File: config.mk
export PLATFORM = sky130hd
export DESIGN_NAME = integer_square_root
export DESIGN_NICKNAME = d
export VERILOG_FILES = /design/src/rtl/isqrt_pkg.sv /design/src/rtl/integer_square_root.sv /design/src/rtl/isqrt_stage.sv
export VERILOG_INCLUDE_DIRS = /design/src /design/src/rtl
export SDC_FILE = /design/constraint.sdc
export NUM_CORES = 1
export LEC_CHECK = 0
export BUFFER_PORTS_ARGS = -buffer_cell sky130_fd_sc_hd__buf_4
export CELL_PAD_IN_SITES_DETAIL_PLACEMENT = 1
export CELL_PAD_IN_SITES_GLOBAL_PLACEMENT = 1
export CORE_MARGIN = 5
export CORE_UTILIZATION = 41
export DETAILED_ROUTE_END_ITERATION = 6
export PLACE_DENSITY_LB_ADDON = 0.1
export SYNTH_ARGS = -nofsm -noshare
export SYNTH_HDL_FRONTEND = slang
export SYNTH_SLANG_ARGS = --single-unit
File: constraint.sdc
create_clock -name clock -period 5.3 [get_ports clock]
set_input_delay 1.06 -clock clock [delete_from_list [all_inputs] [get_ports clock]]
set_output_delay 1.06 -clock clock [all_outputs]
set_load 0.01 [all_outputs]
File: src/rtl/integer_square_root_defines.svh
// Assertion macros shared by the integer square root RTL.
// Included by the files that check pipeline invariants; depends on nothing.
`ifndef INTEGER_SQUARE_ROOT_DEFINES_SVH
`define INTEGER_SQUARE_ROOT_DEFINES_SVH

// Checks that the consequent holds in the same cycle as the antecedent.
`define ISQRT_ASSERT_SAME(label, clk, rst, ante, cons) \
   label: assert property (@(posedge clk) disable iff (rst) (ante) |-> (cons)) \
      else $error("isqrt check failed: same-cycle implication");

// Checks that the consequent holds in the cycle after the antecedent.
`define ISQRT_ASSERT_NEXT(label, clk, rst, ante, cons) \
   label: assert property (@(posedge clk) disable iff (rst) (ante) |=> (cons)) \
      else $error("isqrt check failed: next-cycle implication");

`endif

File: src/rtl/isqrt_pkg.sv
// Package for the integer square root block: width helper functions.
// Used by isqrt_stage and integer_square_root; depends on nothing.
`default_nettype none

package isqrt_pkg;

   localparam int MAX_VALUE_WIDTH = 64;

   // Number of root bits for a value of the given width.
   function automatic int root_width_of(input int value_width);
      return (value_width + 1) >> 1;
   endfunction

   // Width rounded up to whole bytes.
   function automatic int byte_pad(input int width);
      return ((width + 7) >> 3) << 3;
   endfunction

endpackage

`default_nettype wire

File: src/rtl/integer_square_root.sv
// Channel   Ports              Payload (lowest bit first)
// request   req_t{valid,ready} req_tdata: value
// response  rsp_t{valid,ready} rsp_tdata: root
//
// The pipeline has one stage per root bit, ROOT_WIDTH = (VALUE_WIDTH + 1) / 2
// stages (16 at the default width). A new item can enter in every cycle while
// the pipeline is not both full and stalled; each stage does one compare and subtract.
// Reset clears the stage valid bits; payload registers are not reset.
// A stalled response holds its stage; empty stages upstream still fill.
// Depends on isqrt_pkg, isqrt_stage and integer_square_root_defines.svh.
`default_nettype none
`include "integer_square_root_defines.svh"

module integer_square_root
   import isqrt_pkg::*;
#(
   parameter int VALUE_WIDTH = 32
) (
   input  wire logic                                   clock,
   input  wire logic                                   reset,
   input  wire logic                                   req_tvalid,
   output logic                                        req_tready,
   // value
   input  wire logic [byte_pad(VALUE_WIDTH)-1:0]       req_tdata,
   output logic                                        rsp_tvalid,
   input  wire logic                                   rsp_tready,
   // root
   output logic [byte_pad(root_width_of(VALUE_WIDTH))-1:0] rsp_tdata
);

   localparam int ROOT_WIDTH = root_width_of(VALUE_WIDTH);
   localparam int BITS_WIDTH = 2 * ROOT_WIDTH;
   localparam int OUT_WIDTH  = byte_pad(ROOT_WIDTH);

   logic                    stage_valid [0:ROOT_WIDTH];
   logic                    stage_ready [0:ROOT_WIDTH];
   logic [ROOT_WIDTH:0]     stage_rem   [0:ROOT_WIDTH];
   logic [ROOT_WIDTH-1:0]   stage_root  [0:ROOT_WIDTH];
   logic [BITS_WIDTH-1:0]   stage_bits  [0:ROOT_WIDTH];

   assign stage_valid[0] = req_tvalid;
   assign req_tready     = stage_ready[0];
   assign stage_rem[0]   = '0;
   assign stage_root[0]  = '0;
   assign stage_bits[0]  = BITS_WIDTH'(req_tdata[VALUE_WIDTH-1:0]);

   for (genvar i = 0; i < ROOT_WIDTH; i++) begin : g_stage
      isqrt_stage #(
         .ROOT_WIDTH (ROOT_WIDTH)
      ) u_stage (
         .clock     (clock),
         .reset     (reset),
         .in_valid  (stage_valid[i]),
         .in_ready  (stage_ready[i]),
         .in_rem    (stage_rem[i]),
         .in_root   (stage_root[i]),
         .in_bits   (stage_bits[i]),
         .out_valid (stage_valid[i+1]),
         .out_ready (stage_ready[i+1]),
         .out_rem   (stage_rem[i+1]),
         .out_root  (stage_root[i+1]),
         .out_bits  (stage_bits[i+1])
      );
   end

   assign stage_ready[ROOT_WIDTH] = rsp_tready;
   assign rsp_tvalid = stage_valid[ROOT_WIDTH];
   assign rsp_tdata  = OUT_WIDTH'(stage_root[ROOT_WIDTH]);

   // Input back-pressure only arises once the whole pipeline is full and stalled.
   `ISQRT_ASSERT_SAME(a_full_stall, clock, reset, !req_tready, rsp_tvalid && !rsp_tready)
   `ISQRT_ASSERT_NEXT(a_reset_empty, clock, 1'b0, reset, !rsp_tvalid)

endmodule

`default_nettype wire

File: src/rtl/isqrt_stage.sv
// One pipeline stage of the digit-by-digit square root: settles one root bit.
// Depends on isqrt_pkg and integer_square_root_defines.svh.
`default_nettype none
`include "integer_square_root_defines.svh"

module isqrt_stage
   import isqrt_pkg::*;
#(
   parameter int ROOT_WIDTH = 16
) (
   input  wire logic                      clock,
   input  wire logic                      reset,
   input  wire logic                      in_valid,
   output logic                           in_ready,
   input  wire logic [ROOT_WIDTH:0]       in_rem,
   input  wire logic [ROOT_WIDTH-1:0]     in_root,
   input  wire logic [2*ROOT_WIDTH-1:0]   in_bits,
   output logic                           out_valid,
   input  wire logic                      out_ready,
   output logic [ROOT_WIDTH:0]            out_rem,
   output logic [ROOT_WIDTH-1:0]          out_root,
   output logic [2*ROOT_WIDTH-1:0]        out_bits
);

   localparam int BITS_WIDTH = 2 * ROOT_WIDTH;
   localparam int WORK_WIDTH = ROOT_WIDTH + 3;

   logic                    valid_ff;
   logic [ROOT_WIDTH:0]     rem_ff, rem_in;
   logic [ROOT_WIDTH-1:0]   root_ff, root_in;
   logic [BITS_WIDTH-1:0]   bits_ff, bits_in;
   logic [WORK_WIDTH-1:0]   shifted, trial, diff;
   logic                    fits;

   assign in_ready = !valid_ff || out_ready;

   always_comb begin
      shifted = {in_rem, in_bits[BITS_WIDTH-1 -: 2]};
      trial   = {1'b0, in_root, 2'b01};
      diff    = shifted - trial;
      fits    = shifted >= trial;
      rem_in  = fits ? diff[ROOT_WIDTH:0] : shifted[ROOT_WIDTH:0];
      root_in = {in_root[ROOT_WIDTH-2:0], fits};
      bits_in = {in_bits[BITS_WIDTH-3:0], 2'b00};
   end

   always_ff @(posedge clock) begin
      if (reset) begin
         valid_ff <= 1'b0;
      end else if (in_ready) begin
         valid_ff <= in_valid;
      end
      if (in_ready && in_valid) begin
         rem_ff  <= rem_in;
         root_ff <= root_in;
         bits_ff <= bits_in;
      end
   end

   assign out_valid = valid_ff;
   assign out_rem   = rem_ff;
   assign out_root  = root_ff;
   assign out_bits  = bits_ff;

   // The partial remainder never exceeds twice the partial root.
   `ISQRT_ASSERT_SAME(a_rem_bound, clock, reset, valid_ff, rem_ff <= {root_ff, 1'b0})
   `ISQRT_ASSERT_NEXT(a_stall_hold, clock, reset, valid_ff && !out_ready,
                      valid_ff && $stable(root_ff) && $stable(rem_ff))

endmodule

`default_nettype wire

=== After elaboration in Yosys (flattened, before gate mapping) ===
Index checks and enable logic that the tools add are counted.

* Output and inout port bits: 18
* Input bits: 36
* Word-level logic and storage cells: 157
* Register bits: 633

* Mux-type cells: 15
* Magnitude comparators: 16
* Reductions and logical operators: 48
* Add/subtract/negate cells: 15

{| class="wikitable"
|+ Operator list
! cell !! number
|-
| two-way mux 17 bit || 14
|-
| >= comparator 19 x 10 -> 1 bit || 1
|-
| >= comparator 19 x 11 -> 1 bit || 1
|-
| >= comparator 19 x 12 -> 1 bit || 1
|-
| >= comparator 19 x 13 -> 1 bit || 1
|-
| >= comparator 19 x 14 -> 1 bit || 1
|-
| >= comparator 19 x 15 -> 1 bit || 1
|-
| >= comparator 19 x 16 -> 1 bit || 1
|-
| >= comparator 19 x 17 -> 1 bit || 1
|-
| >= comparator 19 x 3 -> 1 bit || 1
|-
| >= comparator 19 x 4 -> 1 bit || 1
|-
| >= comparator 19 x 5 -> 1 bit || 1
|-
| >= comparator 19 x 6 -> 1 bit || 1
|-
| >= comparator 19 x 7 -> 1 bit || 1
|-
| >= comparator 19 x 8 -> 1 bit || 1
|-
| >= comparator 19 x 9 -> 1 bit || 1
|-
| subtractor 17 x 10 -> 17 bit || 1
|-
| subtractor 17 x 11 -> 17 bit || 1
|-
| subtractor 17 x 12 -> 17 bit || 1
|-
| subtractor 17 x 13 -> 17 bit || 1
|-
| subtractor 17 x 14 -> 17 bit || 1
|-
| subtractor 17 x 15 -> 17 bit || 1
|-
| subtractor 17 x 16 -> 17 bit || 1
|-
| subtractor 17 x 3 -> 17 bit || 1
|-
| 12 further kinds || 57
|}

=== Longest topological paths before layout ===
Gate-level depths: netlist (run 1).

* Word-level depth: 18
* Gate-level depth with buffers: 11
* Gate-level depth less buffers: 9

=== By module ===
A second synthesis (run 1) with hierarchy kept.

* Cells, all modules: 3617
* Area, all modules: 49991.7 µm²

{| class="wikitable"
|+ By module, submodules not included
! module !! cells each !! times used !! seq. area each (µm²) !! area an instance (µm²)
|-
| isqrt_stage || 226 || 16 || 1911.8 || 3124.2
|-
| integer_square_root || 1 || 1 || 0.0 || 3.8
|}

=== Least setup slack after synthesis (run 1) ===
OpenSTA, ideal clock, no wires.

* Kind: input -> register
* Start point: in rsp_tready
* End point: reg g_stage[3].u_stage.bits_ff[10], enable pin
* Cell stages on the path: 4
* Path slack: 0.136 ns
* Library setup time: 0.517 ns
* Buffers on the path: 0
* Data arrival time: 4.647 ns
* Cells stage by stage: nor3b_1 -> nand2_1 -> nor4_1 -> a21boi_0

* Cells in the longest elaborated chain, start to end: 14

{| class="wikitable"
|+ RTL lines
! element !! RTL line !! text
|-
| from (decl) || integer_square_root.sv:26 || <nowiki>input wire logic rsp_tready,</nowiki>
|-
| logical OR 1 bit (13 in a row) || isqrt_stage.sv:35 || <nowiki>assign in_ready = !valid_ff || out_ready;</nowiki>
|-
| logical AND 1 bit || isqrt_stage.sv:53 || <nowiki>if (in_ready && in_valid) begin</nowiki>
|-
| to (signal assigned) || isqrt_stage.sv:56 || <nowiki>bits_ff <= bits_in;</nowiki>
|-
| to (decl) || isqrt_stage.sv:31 || <nowiki>logic [BITS_WIDTH-1:0] bits_ff, bits_in;</nowiki>
|}

No other way between the ends.
A chain may end at the register's enable or synchronous reset.

=== Worst setup path after layout (run 1) ===
* Start point: in rsp_tready
* End point: out req_tready

* Cells in the longest elaborated chain, start to end: 16

{| class="wikitable"
|+ RTL lines
! element !! RTL line !! text
|-
| logical OR 1 bit (16 in a row) || isqrt_stage.sv:35 ||
|-
| to (decl) || integer_square_root.sv:22 || <nowiki>output logic req_tready,</nowiki>
|}

No other way between the ends.

==> impl_metrics.sql, run 1 <==
INSERT INTO impl_metrics (metric_group, metric, value, unit) VALUES
('finish', 'stdcell_count', '3232', ''),
('finish', 'synthToLayoutAreaGrowth', '14.2', '%'),
('clocking', 'clock_latency', '610', 'ps'),
('synthesis', 'average_instance_area_after_synthesis', '13.5', 'sq um'),
('timing', 'slew_viol_final', '0', ''),
('finish', 'final_area', '32700', 'sq um'),
('critical_path', 'end_point_of_the_critical_path', 'req_tready', ''),
('clocking', 'clk_pin_slew_worst_paths', '60', 'ps'),
('floorplan', 'initial_utilization', '41.5', '%'),
('timing', 'post-route-period-util', '85.6', '%'),
('power_and_ir_drop', 'total_leakage_power', '11.9', 'nW'),
('grt', 'grt_start_max_net_pins', '46', ''),
('timing', 'finalHoldViolCount', '0', ''),
('synthesis', 'netlist_area_pre_place', '28600', 'sq um'),
('finish', 'layout.nets', '2435', ''),
('grt', 'grt_pass1_vias', '17800', ''),
('power_and_ir_drop', 'irDropWorstVdd', '0.199', 'mV'),
('finish', 'mostFrequentLayoutCells', '613 x sky130_fd_sc_hd__edfxtp_1, 185 x sky130_fd_sc_hd__inv_1, 168 x sky130_fd_sc_hd__nor2_1', ''),
('timing', 'timing_worst_slew_pin_value', '1120', 'ps'),
('finish', 'drive_gt1_share', '11.6', '%'),
('timing', 'layout_setup_ws', '763', 'ps'),
('synthesis', 'async_flop_share', '0', '%'),
('synthesis', 'synth.ff_latch_count', '629', ''),
('critical_path', 'r2r_cells', '8', ''),
('power_and_ir_drop', 'report.power.total', '10.6', 'mW'),
('detailed_routing', 'drt_first_pass_iters', '4', ''),
('placed_design', 'placed_area', '30400', 'sq um'),
('detailed_routing', 'drt_drc_violations_left', '0', ''),
('clocking', 'cts.path.max_buffers', '3', ''),
('timing', 'max_slew_margin', '24.9', '%'),
('finish', 'mostFrequentLayoutCell', 'sky130_fd_sc_hd__edfxtp_1', ''),
('synthesis', 'synth_sequential_area_ratio', '65.4', '%'),
('critical_path', 'critical_path.max_stage_delay', '610', 'ps'),
('critical_path', 'critPathArrivalTime', '3480', 'ps'),
('synthesis', 'post_synth_inst_count', '2126', ''),
('grt', 'global_route.usage.total', '16.5', '%'),
('status', 'outcome', 'finished, final reports clean', ''),
('hold_path', 'hold_path.class', 'reg -> reg', ''),
('critical_path', 'worstSetupStartpointType', 'primary input', ''),
('finish', 'final_util', '47.4', '%'),
('placed_design', 'dpl_worst_slack', '752', 'ps'),
('detailed_routing', 'drt_first_iter_violations', '745', ''),
('finish', 'layout.filler_cells', '7008', ''),
('timing', 'fin_setup_tns', '0', 'ps'),
('detailed_routing', 'routed_wire_length_per_instance', '19.1', 'um'),
('clocking', 'post-cts-setup-buffers', '0', ''),
('run', 'max-cap-violations', '0', ''),
('floorplan', 'design.core.area', '68900', 'sq um'),
('synthesis', 'ys_dominant_reg_cell', 'sky130_fd_sc_hd__edfxtp_1', ''),
('critical_path', 'path_cells', 'buf_4 > nor3b_1 > nand2_1 > nor4_1 > buf_4 > and3_1 > nand3_1 > buf_4', ''),
('critical_path', 'crit_path_frequent_cell', 'sky130_fd_sc_hd__buf_4', ''),
('critical_path', 'path_class', 'in -> out', ''),
('floorplan', 'die_y', '274', 'um'),
('synthesis', 'synth_edf_count', '613', ''),
('floorplan', 'die_w', '274', 'um'),
('grt', 'grt_overflow', '0', ''),
('clocking', 'holdBufCountCts', '0', ''),
('power_and_ir_drop', 'powerDensity', '325', 'nW/um^2'),
('synthesis', 'synth_cell_types', '84', ''),
('timing', 'timing.final.setup_violations', '0', ''),
('synthesis', 'postSynthNetCount', '2314', ''),
('synthesis', 'yosysWarningCount', '0', ''),
('timing', 'maximum_operating_frequency', '220', 'MHz'),
('hold_path', 'count_of_cells_along_the_worst_hold_path', '0', ''),
('timing', 'minimum_clock_period_after_layout', '4540', 'ps'),
('critical_path', 'setup.reg_to_reg.worst_slack', '1600', 'ps'),
('clocking', 'h-tree-depth', '3', ''),
('clocking', 'tritoncts_num_sinks', '629', ''),
('detailed_routing', 'detailroute.via_count', '16600', ''),
('floorplan', 'die_area', '75200', 'sq um'),
('grt', 'grt_antenna_before_repair', '0', '');
[worst min path at each step]
stage / startpoint / slack, ps / to
3_5_place_dp: g_stage[11].u_stage.out_bits[29]$_DFFE_PP_ / 410 / g_stage[12].u_stage.out_bits[31]$_DFFE_PP_
4_1_cts: g_stage[7].u_stage.out_bits[20]$_DFFE_PP_ / 410 / g_stage[8].u_stage.out_bits[22]$_DFFE_PP_
5_1_grt: g_stage[4].u_stage.out_bits[25]$_DFFE_PP_ / 420 / g_stage[5].u_stage.out_bits[27]$_DFFE_PP_
3_3_place_gp: g_stage[1].u_stage.out_bits[7]$_DFFE_PP_ / 400 / g_stage[2].u_stage.out_bits[9]$_DFFE_PP_
2_1_floorplan: g_stage[9].u_stage.out_bits[20]$_DFFE_PP_ / 400 / g_stage[10].u_stage.out_bits[22]$_DFFE_PP_
6_report: g_stage[5].u_stage.out_bits[16]$_DFFE_PP_ / 410 / g_stage[6].u_stage.out_bits[18]$_DFFE_PP_
[state kept, by name, indices dropped and copies added, names as in the netlist]
register                   count
g_stage.u_stage.out_bits     240
g_stage.u_stage.out_rem      237
g_stage.u_stage.out_root     136
g_stage.u_stage.out_valid     16
[power by group]
part | total, mW | leakage, nW | switching [mW] | internal (mW)
combinational | 0.214 | 5.11 | 0.121 | 0.0930
clock | 4.84 | 1.12 | 1.97 | 2.87
sequential | 5.57 | 5.71 | 0.0483 | 5.52
[cell families after synthesis]
| kind of cell | after synthesis | synth area share, % |
|---|---|---|
| flops | 629 | 65.4 |
| compound gates | 391 | 8.63 |
| simple gates | 529 | 9.43 |
| mux | 51 | 2.00 |
| fa+ha+maj | 152 | 6.64 |
| xor+xnor | 164 | 5.04 |
| buf+inv | 209 | 2.82 |
| other cells | 1 | 0.0131 |
[metal layers]
layer	share of wire, %	vias up	track usage (%)	wire, um
met5	0	-	0	0
met4	3.9	0	6.88	2410
met3	2.7	119	2.66	1660
met2	53	216	31.0	33000
met1	40	8131	18.6	24700
li1	-	8129	-	-
[synthesized netlist by cell type (7+ instances only)]
master / n / share of area (%)
sky130_fd_sc_hd__edfxtp_1: 613 / 64
sky130_fd_sc_hd__inv_1: 185 / 2.4
sky130_fd_sc_hd__nor2_1: 168 / 2.2
sky130_fd_sc_hd__ha_1: 152 / 6.6
sky130_fd_sc_hd__a21oi_1: 141 / 2.5
sky130_fd_sc_hd__xnor2_1: 95 / 2.9
sky130_fd_sc_hd__nand2_1: 77 / 1.0
sky130_fd_sc_hd__o21ai_0: 76 / 1.3
sky130_fd_sc_hd__xor2_1: 68 / 2.1
sky130_fd_sc_hd__nor3_1: 50 / 0.87
sky130_fd_sc_hd__mux2_2: 44 / 1.7
sky130_fd_sc_hd__o21a_1: 41 / 1.1
sky130_fd_sc_hd__a21o_1: 36 / 0.94
sky130_fd_sc_hd__nand3_1: 33 / 0.58
sky130_fd_sc_hd__nor2b_1: 30 / 0.66
sky130_fd_sc_hd__nor4_1: 26 / 0.57
sky130_fd_sc_hd__nand2b_1: 24 / 0.52
sky130_fd_sc_hd__or3_1: 22 / 0.48
sky130_fd_sc_hd__nand4_1: 20 / 0.44
sky130_fd_sc_hd__dfxtp_1: 16 / 1.1
sky130_fd_sc_hd__a21boi_0: 12 / 0.31
sky130_fd_sc_hd__clkbuf_1: 12 / 0.16
sky130_fd_sc_hd__o31ai_1: 12 / 0.31
sky130_fd_sc_hd__or2_2: 12 / 0.26
sky130_fd_sc_hd__and3_1: 10 / 0.22
sky130_fd_sc_hd__or4_1: 10 / 0.26
sky130_fd_sc_hd__and2_1: 9 / 0.20
sky130_fd_sc_hd__a211oi_1: 8 / 0.21
sky130_fd_sc_hd__buf_2: 7 / 0.12
[final cells by class]
class                      instances  area (sq um)  area share (%)
antenna                            1          2.50         0.00766
sequential                       629         18700            57.3
tap                              931          1160            3.56
clock buffer                      86          1870            5.74
timing repair buffer              72           541            1.65
multi-input combinational       1288          9250            28.3
inverter                         186           698            2.14
clock inverter                    39           424            1.30
[critical path, delay by kind of cell]
kind          cells  cell delay [ps]
simple gates      5             1900
buf+inv           3              500
(Power assumes the default switching activity.)
==> inputs of run 2 (changes only) <==
--- a/config.mk
+++ b/config.mk
@@ -7,12 +7,9 @@
 export NUM_CORES = 1
 export LEC_CHECK = 0
 export BUFFER_PORTS_ARGS = -buffer_cell sky130_fd_sc_hd__buf_4
-export CELL_PAD_IN_SITES_DETAIL_PLACEMENT = 1
-export CELL_PAD_IN_SITES_GLOBAL_PLACEMENT = 1
 export CORE_MARGIN = 5
 export CORE_UTILIZATION = 41
 export DETAILED_ROUTE_END_ITERATION = 6
-export PLACE_DENSITY_LB_ADDON = 0.1
 export SYNTH_ARGS = -nofsm -noshare
 export SYNTH_HDL_FRONTEND = slang
 export SYNTH_SLANG_ARGS = --single-unit
==> run 2 against run 1 <==
Net effect:
- fmax rose by 3.5%
- setup slack gained 150 ps
- core utilization down 0.28 points
- register-to-register slack gained 120 ps
- routed wire length fell by 16%
- critical path depth rose by 1
- cell count decreased by 0.12%
- non-clock buffer count down 1
- critical endpoint unchanged
- largest cell class unchanged
- largest power group unchanged
==> impl_metrics.sql, run 2 (same netlist as run 1, synthesis figures left out) <==
INSERT INTO impl_metrics (metric_group, metric, value, unit) VALUES
('status', 'outcome', 'finished, final reports clean', ''),
('timing', 'slew_viol_final', '0', ''),
('timing', 'fin_skew', '21.6', 'ps'),
('timing', 'timing.final.setup_violations', '0', ''),
('clocking', 'postCtsResizedCells', '0', ''),
('timing', 'fin_setup_tns', '0', 'ps'),
('finish', 'diodes', '0', ''),
('detailed_routing', 'drt_drc_violations_left', '0', ''),
('detailed_routing', 'drt_first_iter_violations', '854', ''),
('finish', 'synthToLayoutAreaGrowth', '13.5', '%'),
('placed_design', 'dpl_worst_slack', '948', 'ps'),
('clocking', 'h-tree-depth', '3', ''),
('floorplan', 'die_w', '274', 'um'),
('clocking', 'cts-root-buf', 'sky130_fd_sc_hd__clkbuf_16', ''),
('timing', 'rsz0062_at_grt', 'no', ''),
('finish', 'largest_register_ffs', '240', ''),
('clocking', 'holdBufCountCts', '0', ''),
('detailed_routing', 'totalWireLength', '51.8', 'mm'),
('critical_path', 'worstPathBufferInverterCount', '4', ''),
('critical_path', 'path_cells', 'buf_4 > nor3b_1 > buf_4 > nand2_1 > nor4_1 > buf_4 > and3_1 > nand3_1 > buf_4', ''),
('critical_path', 'required', '4240', 'ps'),
('finish', 'mostFrequentLayoutCell', 'sky130_fd_sc_hd__edfxtp_1', ''),
('detailed_routing', 'drt_first_pass_iters', '5', ''),
('timing', 'maximum_operating_frequency', '228', 'MHz'),
('run', 'max-cap-violations', '0', ''),
('detailed_routing', 'route.detailed.vias_per_inst', '5.07', ''),
('floorplan', 'io-pin-count', '54', ''),
('grt', 'grt_first_pass_wirelength', '84.5', 'mm'),
('timing', 'minimum_clock_period_after_layout', '4380', 'ps'),
('floorplan', 'row_count', '96', ''),
('clocking', 'clock_latency', '590', 'ps'),
('placed_design', 'dpl.hpwl', '39.6', 'mm'),
('power_and_ir_drop', 'comb_power_share', '2.0', '%'),
('clocking', 'clk_pin_slew_worst_paths', '60', 'ps'),
('critical_path', 'timing.critical_path.slowest_stage_cell', 'sky130_fd_sc_hd__nor4_1', ''),
('detailed_routing', 'routed_wire_length_per_instance', '16.1', 'um'),
('grt', 'grt_overflow', '0', ''),
('power_and_ir_drop', 'total_leakage_power', '11.8', 'nW'),
('clocking', 'cts.path.max_buffers', '3', ''),
('detailed_routing', 'antenna_nets_post_route', '0', ''),
('finish', 'layout.filler_cells', '6119', ''),
('finish', 'mostFrequentLayoutCells', '613 x sky130_fd_sc_hd__edfxtp_1, 185 x sky130_fd_sc_hd__inv_1, 168 x sky130_fd_sc_hd__nor2_1', ''),
('grt', 'grt_start_max_net_pins', '47', ''),
('critical_path', 'critPathArrivalTime', '3320', 'ps'),
('detailed_routing', 'detailroute.via_count', '16400', ''),
('power_and_ir_drop', 'internal-power', '8.23', 'mW'),
('critical_path', 'critical_path.max_stage_delay', '510', 'ps'),
('timing', 'layout_setup_ws', '915', 'ps'),
('timing', 'max_slew_margin', '22.0', '%'),
('hold_path', 'hp-start', 'g_stage[7].u_stage.out_bits[22]$_DFFE_PP_', ''),
('finish', 'drive_gt1_share', '11.2', '%'),
('timing', 'post-route-period-util', '82.7', '%'),
('power_and_ir_drop', 'seq_power_share', '54.4', '%'),
('critical_path', 'crit_path_frequent_cell', 'sky130_fd_sc_hd__buf_4', ''),
('critical_path', 'critPathTopFamily', 'simple AND/OR/NAND/NOR gates', ''),
('grt', 'grt_antenna_before_repair', '0', ''),
('power_and_ir_drop', 'powerDensity', '315', 'nW/um^2'),
('hold_path', 'hold_path.class', 'reg -> reg', ''),
('placed_design', 'port_buffers', '53', ''),
('critical_path', 'worstSetupStartpointType', 'primary input', ''),
('power_and_ir_drop', 'power_switching', '2.00', 'mW'),
('clocking', 'cts_tree', 'built', ''),
('floorplan', 'die_area', '75200', 'sq um'),
('power_and_ir_drop', 'irDropWorstVdd', '0.209', 'mV'),
('timing', 'timing_worst_slew_pin_value', '1170', 'ps'),
('power_and_ir_drop', 'clkPwrFrac', '43.6', '%'),
('grt', 'grt_pass1_vias', '16800', ''),
('critical_path', 'path_class', 'in -> out', ''),
('critical_path', 'crit-reg2reg-launch', 'g_stage[9].u_stage.out_rem[6]$_DFFE_PP_', ''),
('power_and_ir_drop', 'p_sw_share', '19.5', '%'),
('critical_path', 'crit_path_max_fanout', '6', ''),
('timing', 'finalHoldViolCount', '0', ''),
('floorplan', 'die_y', '274', 'um'),
('floorplan', 'design.core.area', '68900', 'sq um'),
('critical_path', 'setup.reg_to_reg.worst_slack', '1720', 'ps'),
('placed_design', 'place_congestion', '0.867', ''),
('grt', 'global_route.usage.total', '13.9', '%'),
('critical_path', 'setup.worst_path.start', 'rsp_tready', ''),
('clocking', 'cts_made_buffers', '70', ''),
('clocking', 'post-cts-setup-buffers', '0', ''),
('clocking', 'tritoncts_num_sinks', '629', ''),
('finish', 'stdcell_count', '3228', ''),
('finish', 'layout.nets', '2434', ''),
('critical_path', 'setup.worst_path.end_class', 'output port', ''),
('placed_design', 'placedCellCount', '3105', ''),
('floorplan', 'initial_utilization', '41.5', '%');
==> run 2: path summary, 6_finish.rpt <==
path                                                             endpoint  depth (start not counted)
worst max-delay path                                           req_tready                          9
worst min-delay path            g_stage[8].u_stage.out_bits[24]$_DFFE_PP_                          0
worst min register to register  g_stage[8].u_stage.out_bits[24]$_DFFE_PP_                          0
worst max register to register  g_stage[10].u_stage.out_rem[16]$_DFFE_PP_                          8
==> run 2: per-stage QoR <==
step	util, %	hold WS, ps	instance area, sq um	power, mW
after floorplan	-	400	28600	5.79
after global placement	44.0	400	30400	5.86
after detailed placement	44.0	405	30400	5.87
after CTS	47.1	403	32500	10.4
after global routing	47.1	413	32500	10.6
final	47.1	407	32500	10.2
==> run 2: routing by layer <==
layer	track usage, %	share of wire, %	up-vias
met3	2.35	3.4	120
met1	15.3	39	7847
met2	26.3	53	271
li1	-	-	8115
met4	5.68	3.8	0
met5	0	0	-
==> run 2: layout make-up <==
class                      instances  area, sq um  area share, %
inverter                         186          698           2.15
sequential                       629        18700           57.7
clock inverter                    35          270          0.832
tap                              931         1160           3.59
timing repair buffer              71          533           1.64
clock buffer                      88         1850           5.70
multi-input combinational       1288         9240           28.4
==> run 2: power groups by stage <==
stage | Clock, mW | Sequential [mW] | Combinational, mW
after floorplan | 0 | 5.65 | 0.142
after detailed placement | 0 | 5.66 | 0.207
final | 4.46 | 5.56 | 0.204
after global routing | 4.82 | 5.57 | 0.231
after global placement | 0 | 5.66 | 0.200
after CTS | 4.61 | 5.56 | 0.209
==> inputs of run 3 (changes only) <==
==> constraint.sdc (replaced) <==
create_clock -name clock -period 4.1 [get_ports clock]
set_input_delay 0.82 -clock clock [delete_from_list [all_inputs] [get_ports clock]]
set_output_delay 0.82 -clock clock [all_outputs]
set_load 0.01 [all_outputs]
==> run 3 against run 2 <==
Net effect:
- global-route usage is 0.17 points lower
- hold slack worse by 16 ps
- non-clock buffer count is 6 higher
- sequential power is 29% higher
- highest routed layer unchanged
==> impl_metrics.sql, run 3 (same netlist as run 1, synthesis figures left out) <==
INSERT INTO impl_metrics (metric_group, metric, value, unit) VALUES
('critical_path', 'worstSetupStartpointType', 'register', ''),
('finish', 'layout.nets', '2439', ''),
('floorplan', 'io-pin-count', '54', ''),
('detailed_routing', 'wl_met2', '26.3', 'mm'),
('critical_path', 'required', '3280', 'ps'),
('timing', 'timing_worst_slew_pin_value', '1100', 'ps'),
('timing', 'max_slew_margin', '26.3', '%'),
('hold_path', 'hold_path.class', 'in -> reg', ''),
('detailed_routing', 'route.detailed.vias_per_inst', '5.04', ''),
('floorplan', 'die_y', '274', 'um'),
('floorplan', 'design.core.area', '68900', 'sq um'),
('status', 'outcome', 'finished, final reports clean', ''),
('clocking', 'cts_made_buffers', '69', ''),
('clocking', 'cts-root-buf', 'sky130_fd_sc_hd__clkbuf_16', ''),
('timing', 'post-route-period-util', '89.0', '%'),
('power_and_ir_drop', 'total_leakage_power', '11.9', 'nW'),
('detailed_routing', 'drt_first_iter_violations', '751', ''),
('floorplan', 'initial_utilization', '41.5', '%'),
('finish', 'multi_input_comb_area', '9250', 'sq um'),
('timing', 'finalHoldViolCount', '0', ''),
('placed_design', 'dpl.hpwl', '38.3', 'mm'),
('timing', 'rsz0062_at_grt', 'no', ''),
('critical_path', 'crit-reg2reg-launch', 'g_stage[9].u_stage.out_rem[0]$_DFFE_PP_', ''),
('finish', 'synthToLayoutAreaGrowth', '14.1', '%'),
('critical_path', 'setup.reg_to_reg.worst_slack', '810', 'ps'),
('clocking', 'tritoncts_num_sinks', '629', ''),
('timing', 'maximum_operating_frequency', '274', 'MHz'),
('grt', 'grt_start_max_net_pins', '47', ''),
('placed_design', 'place_congestion', '0.919', ''),
('detailed_routing', 'met1Wirelength', '21.1', 'mm'),
('timing', 'fin_setup_tns', '0', 'ps'),
('critical_path', 'path_class', 'reg -> out', ''),
('clocking', 'h-tree-depth', '3', ''),
('placed_design', 'port_buffers', '53', ''),
('critical_path', 'setup.worst_path.end_class', 'output port', ''),
('power_and_ir_drop', 'powerDensity', '412', 'nW/um^2'),
('clocking', 'clk_pin_slew_worst_paths', '60', 'ps'),
('finish', 'diodes', '0', ''),
('critical_path', 'setup.worst_path.start', 'g_stage[14].u_stage.out_valid$_SDFFE_PP0P_', ''),
('detailed_routing', 'drt_drc_violations_left', '0', ''),
('critical_path', 'crit_path_max_fanout', '6', ''),
('detailed_routing', 'routed_wire_length_per_instance', '15.9', 'um'),
('finish', 'mostFrequentLayoutCells', '613 x sky130_fd_sc_hd__edfxtp_1, 185 x sky130_fd_sc_hd__inv_1, 168 x sky130_fd_sc_hd__nor2_1', ''),
('clocking', 'clock_latency', '610', 'ps'),
('grt', 'grt_overflow', '0', ''),
('grt', 'global_route.usage.total', '13.7', '%'),
('detailed_routing', 'detailroute.via_count', '16300', ''),
('floorplan', 'row_count', '96', ''),
('timing', 'fin_skew', '26.2', 'ps'),
('detailed_routing', 'antenna_nets_post_route', '0', ''),
('finish', 'layout.area.seq', '18700', 'sq um'),
('critical_path', 'end_point_of_the_critical_path', 'req_tready', ''),
('finish', 'layout.filler_cells', '6011', ''),
('finish', 'final_util', '47.4', '%'),
('run', 'max-cap-violations', '0', ''),
('detailed_routing', 'drt_first_pass_iters', '7', ''),
('finish', 'largest_register_ffs', '240', ''),
('detailed_routing', 'totalWireLength', '51.4', 'mm'),
('floorplan', 'die_area', '75200', 'sq um'),
('detailed_routing', 'highest_layer', 'met4', ''),
('critical_path', 'r2r_cells', '8', ''),
('grt', 'grt_pass1_vias', '16800', ''),
('timing', 'timing.final.setup_violations', '0', ''),
('clocking', 'cts_tree', 'built', ''),
('finish', 'drive_gt1_share', '12.1', '%'),
('power_and_ir_drop', 'irDropWorstVdd', '0.326', 'mV'),
('critical_path', 'crit-reg2reg-capture', 'g_stage[10].u_stage.out_rem[9]$_DFFE_PP_', ''),
('grt', 'grt_antenna_before_repair', '0', ''),
('floorplan', 'die_w', '274', 'um'),
('finish', 'mostFrequentLayoutCell', 'sky130_fd_sc_hd__edfxtp_1', ''),
('detailed_routing', 'wl_met3', '2.03', 'mm'),
('clocking', 'post-cts-setup-buffers', '0', ''),
('grt', 'grt_first_pass_wirelength', '83.6', 'mm'),
('clocking', 'cts.path.max_buffers', '3', ''),
('critical_path', 'critPathArrivalTime', '2830', 'ps'),
('timing', 'minimum_clock_period_after_layout', '3650', 'ps'),
('timing', 'slew_viol_final', '0', '');
## run 3: cell types whose count changed in the layout (fill, tap and decap cells not counted)
cell	previous run	this run
sky130_fd_sc_hd__nor3b_2	0	1
sky130_fd_sc_hd__clkbuf_16	71	70
sky130_fd_sc_hd__inv_6	2	3
sky130_fd_sc_hd__clkbuf_1	16	10
sky130_fd_sc_hd__buf_4	71	77
sky130_fd_sc_hd__clkinv_16	0	1
sky130_fd_sc_hd__clkinv_1	16	12
sky130_fd_sc_hd__nor3b_1	6	5
sky130_fd_sc_hd__clkbuf_8	1	9
sky130_fd_sc_hd__inv_16	0	1
sky130_fd_sc_hd__clkinv_2	10	14
## run 3: power breakdown
group / switching [mW] / internal, mW / leakage [nW] / total, mW
Sequential: 0.0609 / 7.13 / 5.71 / 7.19
Combinational: 0.146 / 0.118 / 5.13 / 0.264
Clock: 2.47 / 3.52 / 1.11 / 5.99
## run 3: how the worst min path moves through the flow
stage | startpoint | to | slack [ps] | cells past startpoint
2_1_floorplan | g_stage[9].u_stage.out_bits[20]$_DFFE_PP_ | g_stage[10].u_stage.out_bits[22]$_DFFE_PP_ | 400 | 0
3_3_place_gp | g_stage[0].u_stage.out_bits[24]$_DFFE_PP_ | g_stage[1].u_stage.out_bits[26]$_DFFE_PP_ | 400 | 0
3_5_place_dp | g_stage[9].u_stage.out_bits[24]$_DFFE_PP_ | g_stage[10].u_stage.out_bits[26]$_DFFE_PP_ | 400 | 0
4_1_cts | req_tdata[22] | g_stage[0].u_stage.out_bits[24]$_DFFE_PP_ | 350 | 1
5_1_grt | req_tdata[27] | g_stage[0].u_stage.out_bits[29]$_DFFE_PP_ | 360 | 1
6_report | req_tdata[22] | g_stage[0].u_stage.out_bits[24]$_DFFE_PP_ | 390 | 1
## run 3: metrics by stage
stage               cell area (sq um)  power (mW)  cells  hold slack, ps  setup slack, ps
floorplan                       28600        7.49   2126             400              105
global placement                30400        7.59   3111             402              490
detailed placement              30400        7.60   3111             405              487
CTS                             32700        13.7   3238             347              169
global route                    32700        14.0   3238             355              215
finish                          32700        13.4   3238             391              450
## run 3: critical path: stages (launching register included)
cell                      delay (ps)
sky130_fd_sc_hd__dfxtp_1         430
sky130_fd_sc_hd__nand4_1         160
sky130_fd_sc_hd__nor3b_2         360
sky130_fd_sc_hd__nand2_1         260
sky130_fd_sc_hd__nor4_1          290
sky130_fd_sc_hd__buf_4           230
sky130_fd_sc_hd__and3_1          210
sky130_fd_sc_hd__nand3_1         110
sky130_fd_sc_hd__buf_4           180
## run 3: layout make-up
type,instances,share of cell area [%]
inverters,186,2.14
multi-input cells,1288,28.3
flip-flops and latches,629,57.3
clock buffers,89,5.86
repair buffers,77,1.77
well taps,931,3.57
clock inverters,38,1.02
## run 3: layer usage
| metal | track usage [%] | vias up |
|---|---|---|
| li1 | - | 8124 |
| met3 | 2.60 | 122 |
| met2 | 24.8 | 322 |
| met4 | 5.63 | 0 |
| met1 | 16.0 | 7739 |
| met5 | 0 | - |
## run 3: repair_timing
| item | in CTS | in global routing |
|---|---|---|
| setup endpoints to repair | 0 | 1 |
| hold buffers | 0 | 0 |
| resized for setup | 0 | 1 |
